**config.mk**
```make
export PLATFORM = sky130hd
export DESIGN_NAME = sdp_alu
export DESIGN_NICKNAME = d
export VERILOG_FILES = /design/src/sv/sdp_pkg.sv /design/src/sv/sdp_alu.sv
export SDC_FILE = /design/constraint.sdc
export NUM_CORES = 2
export LEC_CHECK = 0
export ABC_AREA = 0
export ABC_CLOCK_PERIOD_IN_PS = 7600
export BUFFER_PORTS_ARGS = -buffer_cell sky130_fd_sc_hd__buf_2
export CAP_MARGIN = 40
export CORE_AREA = 2 2 316 318
export CTS_CLUSTER_SIZE = 30
export DETAILED_ROUTE_END_ITERATION = 7
export DIE_AREA = 0 0 318 320
export GPL_TIMING_DRIVEN = 0
export PLACE_DENSITY = 0.78
export SYNTH_ARGS = -nofsm -noshare
export SYNTH_HDL_FRONTEND = slang
export SYNTH_SLANG_ARGS = --single-unit
```
**constraint.sdc**
```tcl
create_clock -name clk -period 7.6 [get_ports clk]
set_clock_uncertainty 0.15 [all_clocks]
set_input_delay 0.76 -clock clk [delete_from_list [all_inputs] [get_ports clk]]
set_output_delay 0.76 -clock clk [all_outputs]
set_load 0.01 [all_outputs]
```
**src/sv/sdp_pkg.sv**
```systemverilog
// Shared types, codes and the micro-program for the drying PDE rate block.
// Depends on nothing; every other file imports it.
`default_nettype none
package sdp_pkg;

	localparam int SDP_MAX_NODES = 4096;
	localparam int SDP_FRAC_BITS = 16;

	// operand width inside the sequencer: holds the exact wide numerators
	localparam int OPW       = 36;
	localparam int CFG_IDX_W = 2;
	localparam int PC_W      = 6;

	localparam logic [CFG_IDX_W-1:0] REG_GRID_STEP   = 2'd0;
	localparam logic [CFG_IDX_W-1:0] REG_DIFFUSIVITY = 2'd1;
	localparam logic [CFG_IDX_W-1:0] REG_SHRINK      = 2'd2;

	localparam logic [1:0] STAT_OK    = 2'd0;
	localparam logic [1:0] STAT_FAULT = 2'd1;
	localparam logic [1:0] STAT_SHORT = 2'd2;

	typedef struct packed {
		logic signed [31:0] moisture;
		logic signed [31:0] radius;
		logic signed [31:0] coordinate;
		logic               last_in;
	} item_t;

	typedef struct packed {
		logic signed [31:0] moisture_rate;
		logic signed [31:0] radius_rate;
		logic [1:0]         status;
		logic               last_out;
	} result_t;

	typedef enum logic [3:0] {
		OP_ADD, OP_SUB, OP_MID, OP_X4, OP_ONEP, OP_MUL, OP_DIV,
		OP_WSUB, OP_WADD, OP_WA3, OP_EMIT, OP_CHK, OP_END
	} op_t;

	typedef enum logic [3:0] {
		SRC_ZERO, SRC_X0, SRC_X1, SRC_Z0, SRC_Z1, SRC_PR, SRC_XI, SRC_ZI,
		SRC_RI, SRC_H, SRC_D, SRC_A, SRC_T0, SRC_T1, SRC_T2
	} src_t;

	localparam int SRC_N = 15;

	typedef struct packed {
		op_t  op;
		src_t a;
		src_t b;
		src_t dst;
		logic last;
	} instr_t;

	typedef struct packed {
		logic                  start;
		op_t                   op;
		logic signed [OPW-1:0] a;
		logic signed [OPW-1:0] b;
	} alu_req_t;

	typedef struct packed {
		logic                  done;
		logic                  sat;
		logic signed [OPW-1:0] res;
	} alu_rsp_t;

	typedef enum logic [1:0] {AS_IDLE, AS_MUL, AS_DIV, AS_FIN} alu_st_t;

	typedef enum logic [1:0] {ST_IDLE, ST_RUN, ST_WAIT, ST_SHORT} ctl_st_t;

	localparam logic [PC_W-1:0] PC_BULK   = 6'd0;
	localparam logic [PC_W-1:0] PC_CENTER = 6'd47;

	function automatic instr_t mk(op_t op, src_t a, src_t b, src_t d, logic l);
		instr_t i;
		i.op   = op;
		i.a    = a;
		i.b    = b;
		i.dst  = d;
		i.last = l;
		return i;
	endfunction

	// bulk node, then the surface tail, then the centre node
	function automatic instr_t sdp_prog(logic [PC_W-1:0] pc);
		instr_t i;
		case (pc)
			6'd0:  i = mk(OP_MID,  SRC_XI, SRC_X1,   SRC_T0, 1'b0);
			6'd1:  i = mk(OP_MUL,  SRC_A,  SRC_T0,   SRC_T1, 1'b0);
			6'd2:  i = mk(OP_ONEP, SRC_T1, SRC_ZERO, SRC_T1, 1'b0);
			6'd3:  i = mk(OP_DIV,  SRC_D,  SRC_T1,   SRC_T1, 1'b0);
			6'd4:  i = mk(OP_MID,  SRC_ZI, SRC_Z1,   SRC_T0, 1'b0);
			6'd5:  i = mk(OP_MUL,  SRC_T1, SRC_T0,   SRC_T1, 1'b0);
			6'd6:  i = mk(OP_SUB,  SRC_XI, SRC_X1,   SRC_T0, 1'b0);
			6'd7:  i = mk(OP_MUL,  SRC_T1, SRC_T0,   SRC_T1, 1'b0);
			6'd8:  i = mk(OP_DIV,  SRC_T1, SRC_H,    SRC_T2, 1'b0);
			6'd9:  i = mk(OP_MID,  SRC_X1, SRC_X0,   SRC_T0, 1'b0);
			6'd10: i = mk(OP_MUL,  SRC_A,  SRC_T0,   SRC_T1, 1'b0);
			6'd11: i = mk(OP_ONEP, SRC_T1, SRC_ZERO, SRC_T1, 1'b0);
			6'd12: i = mk(OP_DIV,  SRC_D,  SRC_T1,   SRC_T1, 1'b0);
			6'd13: i = mk(OP_MID,  SRC_Z1, SRC_Z0,   SRC_T0, 1'b0);
			6'd14: i = mk(OP_MUL,  SRC_T1, SRC_T0,   SRC_T1, 1'b0);
			6'd15: i = mk(OP_SUB,  SRC_X1, SRC_X0,   SRC_T0, 1'b0);
			6'd16: i = mk(OP_MUL,  SRC_T1, SRC_T0,   SRC_T1, 1'b0);
			6'd17: i = mk(OP_DIV,  SRC_T1, SRC_H,    SRC_T1, 1'b0);
			6'd18: i = mk(OP_SUB,  SRC_T2, SRC_T1,   SRC_T2, 1'b0);
			6'd19: i = mk(OP_DIV,  SRC_T2, SRC_H,    SRC_T2, 1'b0);
			6'd20: i = mk(OP_DIV,  SRC_T2, SRC_Z1,   SRC_T2, 1'b0);
			6'd21: i = mk(OP_WSUB, SRC_XI, SRC_X0,   SRC_T0, 1'b0);
			6'd22: i = mk(OP_WADD, SRC_H,  SRC_H,    SRC_T1, 1'b0);
			6'd23: i = mk(OP_DIV,  SRC_T0, SRC_T1,   SRC_T0, 1'b0);
			6'd24: i = mk(OP_MUL,  SRC_A,  SRC_X1,   SRC_T1, 1'b0);
			6'd25: i = mk(OP_ONEP, SRC_T1, SRC_ZERO, SRC_T1, 1'b0);
			6'd26: i = mk(OP_DIV,  SRC_D,  SRC_T1,   SRC_T1, 1'b0);
			6'd27: i = mk(OP_MUL,  SRC_A,  SRC_T1,   SRC_T1, 1'b0);
			6'd28: i = mk(OP_MUL,  SRC_T1, SRC_Z1,   SRC_T1, 1'b0);
			6'd29: i = mk(OP_MUL,  SRC_T1, SRC_T0,   SRC_T1, 1'b0);
			6'd30: i = mk(OP_DIV,  SRC_T1, SRC_PR,   SRC_T1, 1'b0);
			6'd31: i = mk(OP_EMIT, SRC_T2, SRC_T1,   SRC_T0, 1'b0);
			6'd32: i = mk(OP_CHK,  SRC_ZERO, SRC_ZERO, SRC_T0, 1'b0);
			6'd33: i = mk(OP_WSUB, SRC_X0, SRC_X1,   SRC_T0, 1'b0);
			6'd34: i = mk(OP_WSUB, SRC_XI, SRC_X1,   SRC_T1, 1'b0);
			6'd35: i = mk(OP_WA3,  SRC_T0, SRC_T1,   SRC_T0, 1'b0);
			6'd36: i = mk(OP_WADD, SRC_H,  SRC_H,    SRC_T1, 1'b0);
			6'd37: i = mk(OP_DIV,  SRC_T0, SRC_T1,   SRC_T0, 1'b0);
			6'd38: i = mk(OP_MUL,  SRC_A,  SRC_XI,   SRC_T1, 1'b0);
			6'd39: i = mk(OP_ONEP, SRC_T1, SRC_ZERO, SRC_T1, 1'b0);
			6'd40: i = mk(OP_DIV,  SRC_D,  SRC_T1,   SRC_T1, 1'b0);
			6'd41: i = mk(OP_MUL,  SRC_A,  SRC_T1,   SRC_T1, 1'b0);
			6'd42: i = mk(OP_MUL,  SRC_T1, SRC_ZI,   SRC_T1, 1'b0);
			6'd43: i = mk(OP_MUL,  SRC_T1, SRC_T0,   SRC_T1, 1'b0);
			6'd44: i = mk(OP_DIV,  SRC_T1, SRC_RI,   SRC_T1, 1'b0);
			6'd45: i = mk(OP_EMIT, SRC_ZERO, SRC_T1, SRC_T0, 1'b1);
			6'd46: i = mk(OP_END,  SRC_ZERO, SRC_ZERO, SRC_T0, 1'b0);
			6'd47: i = mk(OP_MUL,  SRC_A,  SRC_X1,   SRC_T1, 1'b0);
			6'd48: i = mk(OP_ONEP, SRC_T1, SRC_ZERO, SRC_T1, 1'b0);
			6'd49: i = mk(OP_DIV,  SRC_D,  SRC_T1,   SRC_T1, 1'b0);
			6'd50: i = mk(OP_SUB,  SRC_XI, SRC_X1,   SRC_T0, 1'b0);
			6'd51: i = mk(OP_MUL,  SRC_T1, SRC_T0,   SRC_T1, 1'b0);
			6'd52: i = mk(OP_X4,   SRC_T1, SRC_ZERO, SRC_T1, 1'b0);
			6'd53: i = mk(OP_MUL,  SRC_H,  SRC_H,    SRC_T0, 1'b0);
			6'd54: i = mk(OP_DIV,  SRC_T1, SRC_T0,   SRC_T1, 1'b0);
			6'd55: i = mk(OP_EMIT, SRC_T1, SRC_ZERO, SRC_T0, 1'b0);
			default: i = mk(OP_END, SRC_ZERO, SRC_ZERO, SRC_T0, 1'b0);
		endcase
		return i;
	endfunction

endpackage
`default_nettype wire

```
**src/sv/sdp_alu.sv**
```systemverilog
// Shared fixed-point unit: saturating add/sub/mid, wide add/sub, multiply,
// bit-serial rounding divider. Depends on sdp_pkg.
`default_nettype none
module sdp_alu import sdp_pkg::*; #(
	parameter int FRAC_BITS = SDP_FRAC_BITS
) (
	input  logic     clk,
	input  logic     arst_n,
	input  alu_req_t req,
	output alu_rsp_t rsp
);

	localparam int DVW = OPW + FRAC_BITS + 1;
	localparam int DCW = $clog2(DVW + 1);
	localparam int DSW = 33;
	localparam int QW  = 72;

	function automatic logic [32:0] apply_sign(logic [QW-1:0] q, logic neg);
		logic ovf;
		logic [31:0] v;
		if (!neg) begin
			ovf = |q[QW-1:31];
			v   = ovf ? 32'h7fff_ffff : q[31:0];
		end else begin
			ovf = (|q[QW-1:32]) || (q[31] && (|q[30:0]));
			v   = ovf ? 32'h8000_0000 : (32'd0 - q[31:0]);
		end
		return {ovf, v};
	endfunction

	function automatic logic [32:0] sat_s(logic [OPW+1:0] v);
		logic hi;
		logic lo;
		hi = !v[OPW+1] && (|v[OPW:31]);
		lo = v[OPW+1] && !(&v[OPW:31]);
		if (hi) return {1'b1, 32'h7fff_ffff};
		if (lo) return {1'b1, 32'h8000_0000};
		return {1'b0, v[31:0]};
	endfunction

	function automatic logic [OPW-1:0] ext32(logic [31:0] v);
		return {{(OPW-32){v[31]}}, v};
	endfunction

	alu_st_t st_q, st_d;

	logic [OPW-1:0]   a_mag, b_mag;
	logic [OPW+1:0]   ea, eb, s_sum, s_mag;
	logic [OPW+1:0]   one_fx;
	logic [32:0]      sr;
	logic             simple_sat;
	logic [OPW-1:0]   simple_res;
	logic [63:0]      prod_q;
	logic [63:0]      prod_rnd;
	logic             neg_q;
	logic [DVW-1:0]   dvd_q;
	logic [DVW-1:0]   quo_q;
	logic [DSW:0]     rem_q;
	logic [DSW:0]     rem_sh;
	logic [DSW-1:0]   mb_q;
	logic [DCW-1:0]   cnt_q;
	logic             done_q, sat_q;
	logic [OPW-1:0]   res_q;
	logic [32:0]      fin_mul, fin_div;

	assign a_mag  = req.a[OPW-1] ? (OPW'(0) - req.a) : req.a;
	assign b_mag  = req.b[OPW-1] ? (OPW'(0) - req.b) : req.b;
	assign ea     = {{2{req.a[OPW-1]}}, req.a};
	assign eb     = {{2{req.b[OPW-1]}}, req.b};
	assign one_fx = (OPW+2)'(1) << FRAC_BITS;
	assign s_sum  = ea + eb;
	assign s_mag  = s_sum[OPW+1] ? ((OPW+2)'(0) - s_sum) : s_sum;

	always_comb begin
		sr         = '0;
		simple_sat = 1'b0;
		simple_res = '0;
		case (req.op)
			OP_ADD:  sr = sat_s(s_sum);
			OP_SUB:  sr = sat_s(ea - eb);
			OP_X4:   sr = sat_s(ea <<< 2);
			OP_ONEP: sr = sat_s(ea + one_fx);
			OP_MID:  sr = apply_sign(QW'((s_mag + (OPW+2)'(1)) >> 1), s_sum[OPW+1]);
			default: sr = '0;
		endcase
		case (req.op)
			OP_WSUB: simple_res = req.a - req.b;
			OP_WADD: simple_res = req.a + req.b;
			OP_WA3:  simple_res = req.a + (req.b <<< 1) + req.b;
			default: begin
				simple_res = ext32(sr[31:0]);
				simple_sat = sr[32];
			end
		endcase
	end

	assign prod_rnd = prod_q + (64'd1 << (FRAC_BITS - 1));
	assign fin_mul  = apply_sign(QW'(prod_rnd >> FRAC_BITS), neg_q);
	assign fin_div  = apply_sign(QW'(quo_q), neg_q);
	assign rem_sh   = {rem_q[DSW-1:0], dvd_q[DVW-1]};

	always_comb begin
		st_d = st_q;
		case (st_q)
			AS_IDLE: begin
				if (req.start && req.op == OP_MUL) st_d = AS_MUL;
				else if (req.start && req.op == OP_DIV && req.b != '0) st_d = AS_DIV;
			end
			AS_MUL: st_d = AS_IDLE;
			AS_DIV: if (cnt_q == DCW'(1)) st_d = AS_FIN;
			AS_FIN: st_d = AS_IDLE;
			default: st_d = AS_IDLE;
		endcase
	end

	always_ff @(posedge clk or negedge arst_n) begin
		if (!arst_n) begin
			st_q   <= AS_IDLE;
			done_q <= 1'b0;
		end else begin
			st_q   <= st_d;
			done_q <= (st_q == AS_IDLE && req.start && req.op != OP_MUL &&
				!(req.op == OP_DIV && req.b != '0)) || st_q == AS_MUL || st_q == AS_FIN;
		end
	end

	always_ff @(posedge clk) begin
		case (st_q)
			AS_IDLE: begin
				neg_q  <= req.a[OPW-1] ^ req.b[OPW-1];
				prod_q <= 64'(a_mag[31:0]) * 64'(b_mag[31:0]);
				dvd_q  <= {1'b0, a_mag, {FRAC_BITS{1'b0}}} + DVW'(b_mag[DSW-1:0] >> 1);
				mb_q   <= b_mag[DSW-1:0];
				rem_q  <= '0;
				quo_q  <= '0;
				cnt_q  <= DCW'(DVW);
				if (req.op == OP_DIV) begin
					sat_q <= 1'b1;
					if (req.a[OPW-1])      res_q <= ext32(32'h8000_0000);
					else if (req.a != '0)  res_q <= ext32(32'h7fff_ffff);
					else                   res_q <= '0;
				end else begin
					sat_q <= simple_sat;
					res_q <= simple_res;
				end
			end
			AS_MUL: begin
				res_q <= ext32(fin_mul[31:0]);
				sat_q <= fin_mul[32];
			end
			AS_DIV: begin
				if (rem_sh >= {1'b0, mb_q}) begin
					rem_q <= rem_sh - {1'b0, mb_q};
					quo_q <= {quo_q[DVW-2:0], 1'b1};
				end else begin
					rem_q <= rem_sh;
					quo_q <= {quo_q[DVW-2:0], 1'b0};
				end
				dvd_q <= dvd_q << 1;
				cnt_q <= cnt_q - DCW'(1);
			end
			AS_FIN: begin
				res_q <= ext32(fin_div[31:0]);
				sat_q <= fin_div[32];
			end
			default: res_q <= res_q;
		endcase
	end

	assign rsp.done = done_q;
	assign rsp.sat  = sat_q;
	assign rsp.res  = res_q;

endmodule
`default_nettype wire

```
======== Word-level counts from Yosys, hierarchy flattened ========
Cells that the tools add are included.
word-level totals
  output and inout port bits .............. 38
  input bits .............................. 79
  register bits after elaboration ......... 283
cells by class
  multiply operators ...................... 1
  $add $sub $neg .......................... 18
  order comparisons ....................... 1
  bitwise logic cells ..................... 1
  muxes and demuxes ....................... 70
  reduce and logical (&&, ||, !) cells .... 58
  eq/ne operators ......................... 16
operators with widths
  operator                                           count
  two-way mux 33 bit                                 18
  two-way mux 32 bit                                 9
  one-hot mux 36 bit (3 select lines)                2
  one-hot mux 53 bit (2 select lines)                2
  one-hot mux 33 bit (5 select lines)                1
  adder 36 bit                                       3
  two-way mux 36 bit                                 3
  subtractor 1 x 32 -> 32 bit, first input constant  3
  OR reduction 31 bit                                3
  nonzero test 36 bit                                2
  one-hot mux 33 bit (2 select lines)                1
  adder 64 x 16 -> 64 bit, second input constant     1
  multiplier 32 x 32 -> 64 bit                       1
  adder 52 x 32 -> 53 bit                            1
  OR reduction 40 bit                                1
  adder 38 x 1 -> 39 bit, second input constant      1
  OR reduction 39 bit                                1
  two-way mux 38 bit                                 1
  subtractor 1 x 37 -> 38 bit, first input constant  1
  adder 36 x 18 -> 37 bit, second input constant     1
  adder 36 x 36 -> 37 bit                            1
  subtractor 36 x 36 -> 37 bit                       1
  subtractor 1 x 36 -> 36 bit, first input constant  1
  subtractor 36 bit                                  1
  other kinds (37)                                   105

======== Logic depth before layout (Yosys ltp) ========
  word-level depth ........................ 13
  gate-level depth with buffers ........... 46
  gate-level depth less buffers ........... 44

======== Worst setup path before layout ========
Ideal clock, no wire load.
  kind .................................... input -> register
  start ................................... in req[0] (netlist name)
  end ..................................... reg prod_q[63] (data pin)
  data required time ...................... 7,190 ps
  stages on the path ...................... 44
  path slack .............................. -3,577 ps
  library setup time ...................... 260 ps
  arrival time ............................ 10,767 ps
  path through ............................ inv_1 > clkbuf_1 > ha_1 > and3_1 > and3_1 > clkbuf_1 > nand3_1 > nor2_1 > nand3_1 > nor2_1 > nand3_1 > nor2_1 > a21oi_1 > xnor2_1 > inv_1 > clkbuf_1 > nand2_1 > fa_1 > [8 not listed] > fa_1 > inv_1 > ha_1 > a21o_1 > a21oi_1 > inv_1 > a21oi_1 > o31ai_1 > and2_1 > a31oi_1 > o211ai_1 > a31oi_1 > o311ai_0 > and4_1 > o31a_1 > o21a_1 > nor2_1 > xnor2_1
between the ends
  cells in the longest elaborated chain, start to end .. 3
ends and longest elaborated chain
  item                          line            text
  from (decl)                   sdp_alu.sv:9    input alu_req_t req,
  subtractor 1 x 33 -> 33 bit   sdp_alu.sv:67   assign b_mag = req.b[OPW-1] ? (OPW'(0) - req.b) : req.b;
  two-way mux 33 bit            sdp_alu.sv:67
  via b_mag[30]                 sdp_alu.sv:47   logic [OPW-1:0] a_mag, b_mag;
  multiplier 32 x 32 -> 64 bit  sdp_alu.sv:131  prod_q <= 64'(a_mag[31:0]) * 64'(b_mag[31:0]);
  to (signal assigned)          sdp_alu.sv:131
  to (decl)                     sdp_alu.sv:53   logic [63:0] prod_q;
The timed path passes the listed nets, and every way through them passes these cells.
A chain may end at the register's enable or synchronous reset.

======== Worst setup path in the final report ========
  start ................................... in req[2] (netlist name)
  end ..................................... reg prod_q[63] (data pin)
Same word-level chain as after synthesis.

==> results.cfg <==
[run_status]
outcome = finished with violations
violations = DRC, setup timing

[timing]
finalCritPeriodShare_pct = 146.5
report.final.slew_viol_count = 0
setup_violations = 60
grt_setup_unrepaired = yes
relSlewSlack_pct = 20.37
fin_crit_ns = 11.13
fin_setup_tns_ns = -128.94
fin_ws_ns = -3.530
fmax_ghz = 0.08985
hold_viol_final = 0
holdWs_ns = 0.2370
tightest_slew_ns = 1.195

[critical_path]
critPathMostFrequentCell = fa_1
slowest_stage = fa_1
crit_arrival_ns = 11.34
crit_path_start_kind = input pin
slowest_delay_ns = 0.60
critPathCaptureType = register
critPathRequiredTime_ns = 7.81
crit_type = in2reg
cp_max_fo = 11

[synth]
synth.area.top_cells = fa_1 (29%), edfxtp_1 (13%), ha_1 (9.9%), inv_1 (6.9%), nor2_1 (5.7%)
synthArstFlopShare_pct = 1.119
post-synth-top-area-fraction_pct = 29.47
ys_seq_area_share_pct = 12.67
yosysTopAreaCell = fa_1
yosysWarnings = 0
synth_ff_type = edfxtp_1
synth_edf_count = 265
synth_area_per_cell_sq_um = 8.321
synth.distinct_cells = 110
syn_inst = 7616
yosys_register_bits = 268
synth_fp_nets = 9127
syn-cell-area_sq_um = 63370

[routing]
vias = 64100
wire_per_inst_um = 29.50
drt_wl_total_um = 279100
route.detailed.vias_per_inst = 6.775
detail-route-antenna-nets = 0
drc = 259
drt_iter0_markers = 9581
dr.pass1.iters = 8

[placement]
gp_congestion = 1.118
dp_hpwl_um = 207900
io_buffers = 116

[floorplan]
ios = 117
die_area_sq_um = 101800
die_h_um = 320
rows = 115
die_x_um = 318
core_sq_um = 97990
start_util_pct = 64.68

[clock_tree]
clock_latency_ns = 0.64
cts_made_buffers = 29
cts.sinks = 268
cts_tree = built
clk_pin_slew_ns = 0.07
cts_htree_levels = 1
cts_buffer_depth = 3
clock-root-buffer = clkbuf_16

[grt]
grt_pass1_wl_um = 397800
grt_pass1_vias = 62660
antenna_found_initial = 37
overflow = 0
grt_usage_pct = 53.17
grt_max_degree = 58

[layout]
multi_input_area_sq_um = 52300
fin_util_pct = 75.68
layout.nets = 9634
seqCellArea_sq_um = 8033
nFillCells = 6795
area_growth_pct = 17.01
drive_gt1_share_pct = 14.20

[hold_path]
holdCritPathClass = in2reg

[run]
cap_violations = 0
-- per-stage QoR --
stage	instances	setup slack, ns	cell area [sq um]
3_5_place_dp	9122	-6.308	67650
2_1_floorplan	7616	-2.597	64270
4_1_cts	9376	-2.979	72700
3_3_place_gp	9019	-6.620	66460
5_1_grt	9440	-3.578	74100
6_report	9462	-3.530	74160
-- registers in the layout, summed over array words and instances, names as in the netlist, 2 cells and up --
signal / count
dvd_q: 53
cnt_q: 6
prod_q: 49
mb_q: 33
quo_q: 53
rem_q: 33
res_q: 36
st_q: 2
-- layout by cell type, fill, tap and decap left out, types with 47 or more instances in the layout --
cell type / synthesis / layout
nor2_1: 960 / 922
edfxtp_1: 265 / 265
or3_1: 56 / 53
nand2b_1: 60 / 53
fa_1: 933 / 919
clkbuf_1: 310 / 181
nand4_1: 52 / 52
nand2_1: 778 / 763
nor3_1: 123 / 111
ha_1: 499 / 469
xnor2_1: 331 / 271
buf_6: 3 / 91
and2_1: 93 / 87
buf_2: 23 / 131
xor2_1: 126 / 97
and3_1: 55 / 48
a31oi_1: 65 / 60
a21oi_1: 357 / 340
a21o_1: 80 / 80
buf_4: 4 / 240
clkbuf_16: 0 / 50
inv_1: 1170 / 1128
nor2b_1: 52 / 47
o21ai_0: 325 / 303
nand3_1: 140 / 129
-- layout make-up --
cell class / count / share of cell area, %
clock buffers: 33 / 0.9988
clock inverters: 21 / 0.2598
diodes: 29 / 0.09786
plain buffers: 348 / 3.223
flip-flops and latches: 268 / 10.83
multi-input cells: 5809 / 70.53
repair buffers: 479 / 5.705
inverters: 1188 / 6.185
well taps: 1287 / 2.171
-- cells by family after synthesis --
| kind of cell | share of synthesized area, % |
|---|---|
| fa+ha+maj | 39.32 |
| buf+inv | 9.226 |
| xor+xnor | 6.341 |
| compound gates | 13.77 |
| simple gates | 18.18 |
| flops | 12.67 |
| mux | 0.4876 |
-- critical path: cells and delay by family --
family,cells,cell delay (ns)
simple gates,12,1.93
fa+ha+maj,10,4.62
xor+xnor,2,0.63
buf+inv,10,1.23
compound gates,11,2.12
-- layer usage --
| layer | track usage (%) | routed length (um) | up-vias |
|---|---|---|---|
| li1 | - | - | 25990 |
| met2 | 74.42 | 108800 | 5824 |
| met5 | 0.4728 | 595 | - |
| met4 | 42.94 | 32180 | 40 |
| met3 | 23.38 | 48270 | 2072 |
| met1 | 63.36 | 89220 | 30170 |
-- final timing paths --
path,from,endpoint,slack (ns),cells past startpoint
worst max-delay path,req[2],prod_q[63],-3.53,45
worst min-delay path,req[76],st_q[0],0.24,3
worst max register to register,prod_q[15],res_q[7],0.52,17
worst min register to register,dvd_q[15],dvd_q[16],0.39,2
max in group asynchronous,arst_n,st_q[1],6.86,2
min in group asynchronous,arst_n,st_q[0],0.31,2
-- synth_stat cells, types with 60 or more instances --
master       n
a21o_1      80
a21oi_1    357
a31oi_1     65
and2_1      93
clkbuf_1   310
edfxtp_1   265
fa_1       933
ha_1       499
inv_1     1170
nand2_1    778
nand2b_1    60
nand3_1    140
nor2_1     960
nor3_1     123
o21ai_0    325
xnor2_1    331
xor2_1     126
-- what timing repair did --
item,CTS,global route
endpoints found under the setup margin,96,96
hold buffers,1,0
setup buffers,202,62
gates cloned,1,0
pin swaps,172,132
gates resized for setup,516,260
hold endpoints to repair,3,0
Power is left out: the tool's default activity adds up to more than one toggle a clock period on the data nets, which glitch-free logic cannot reach.
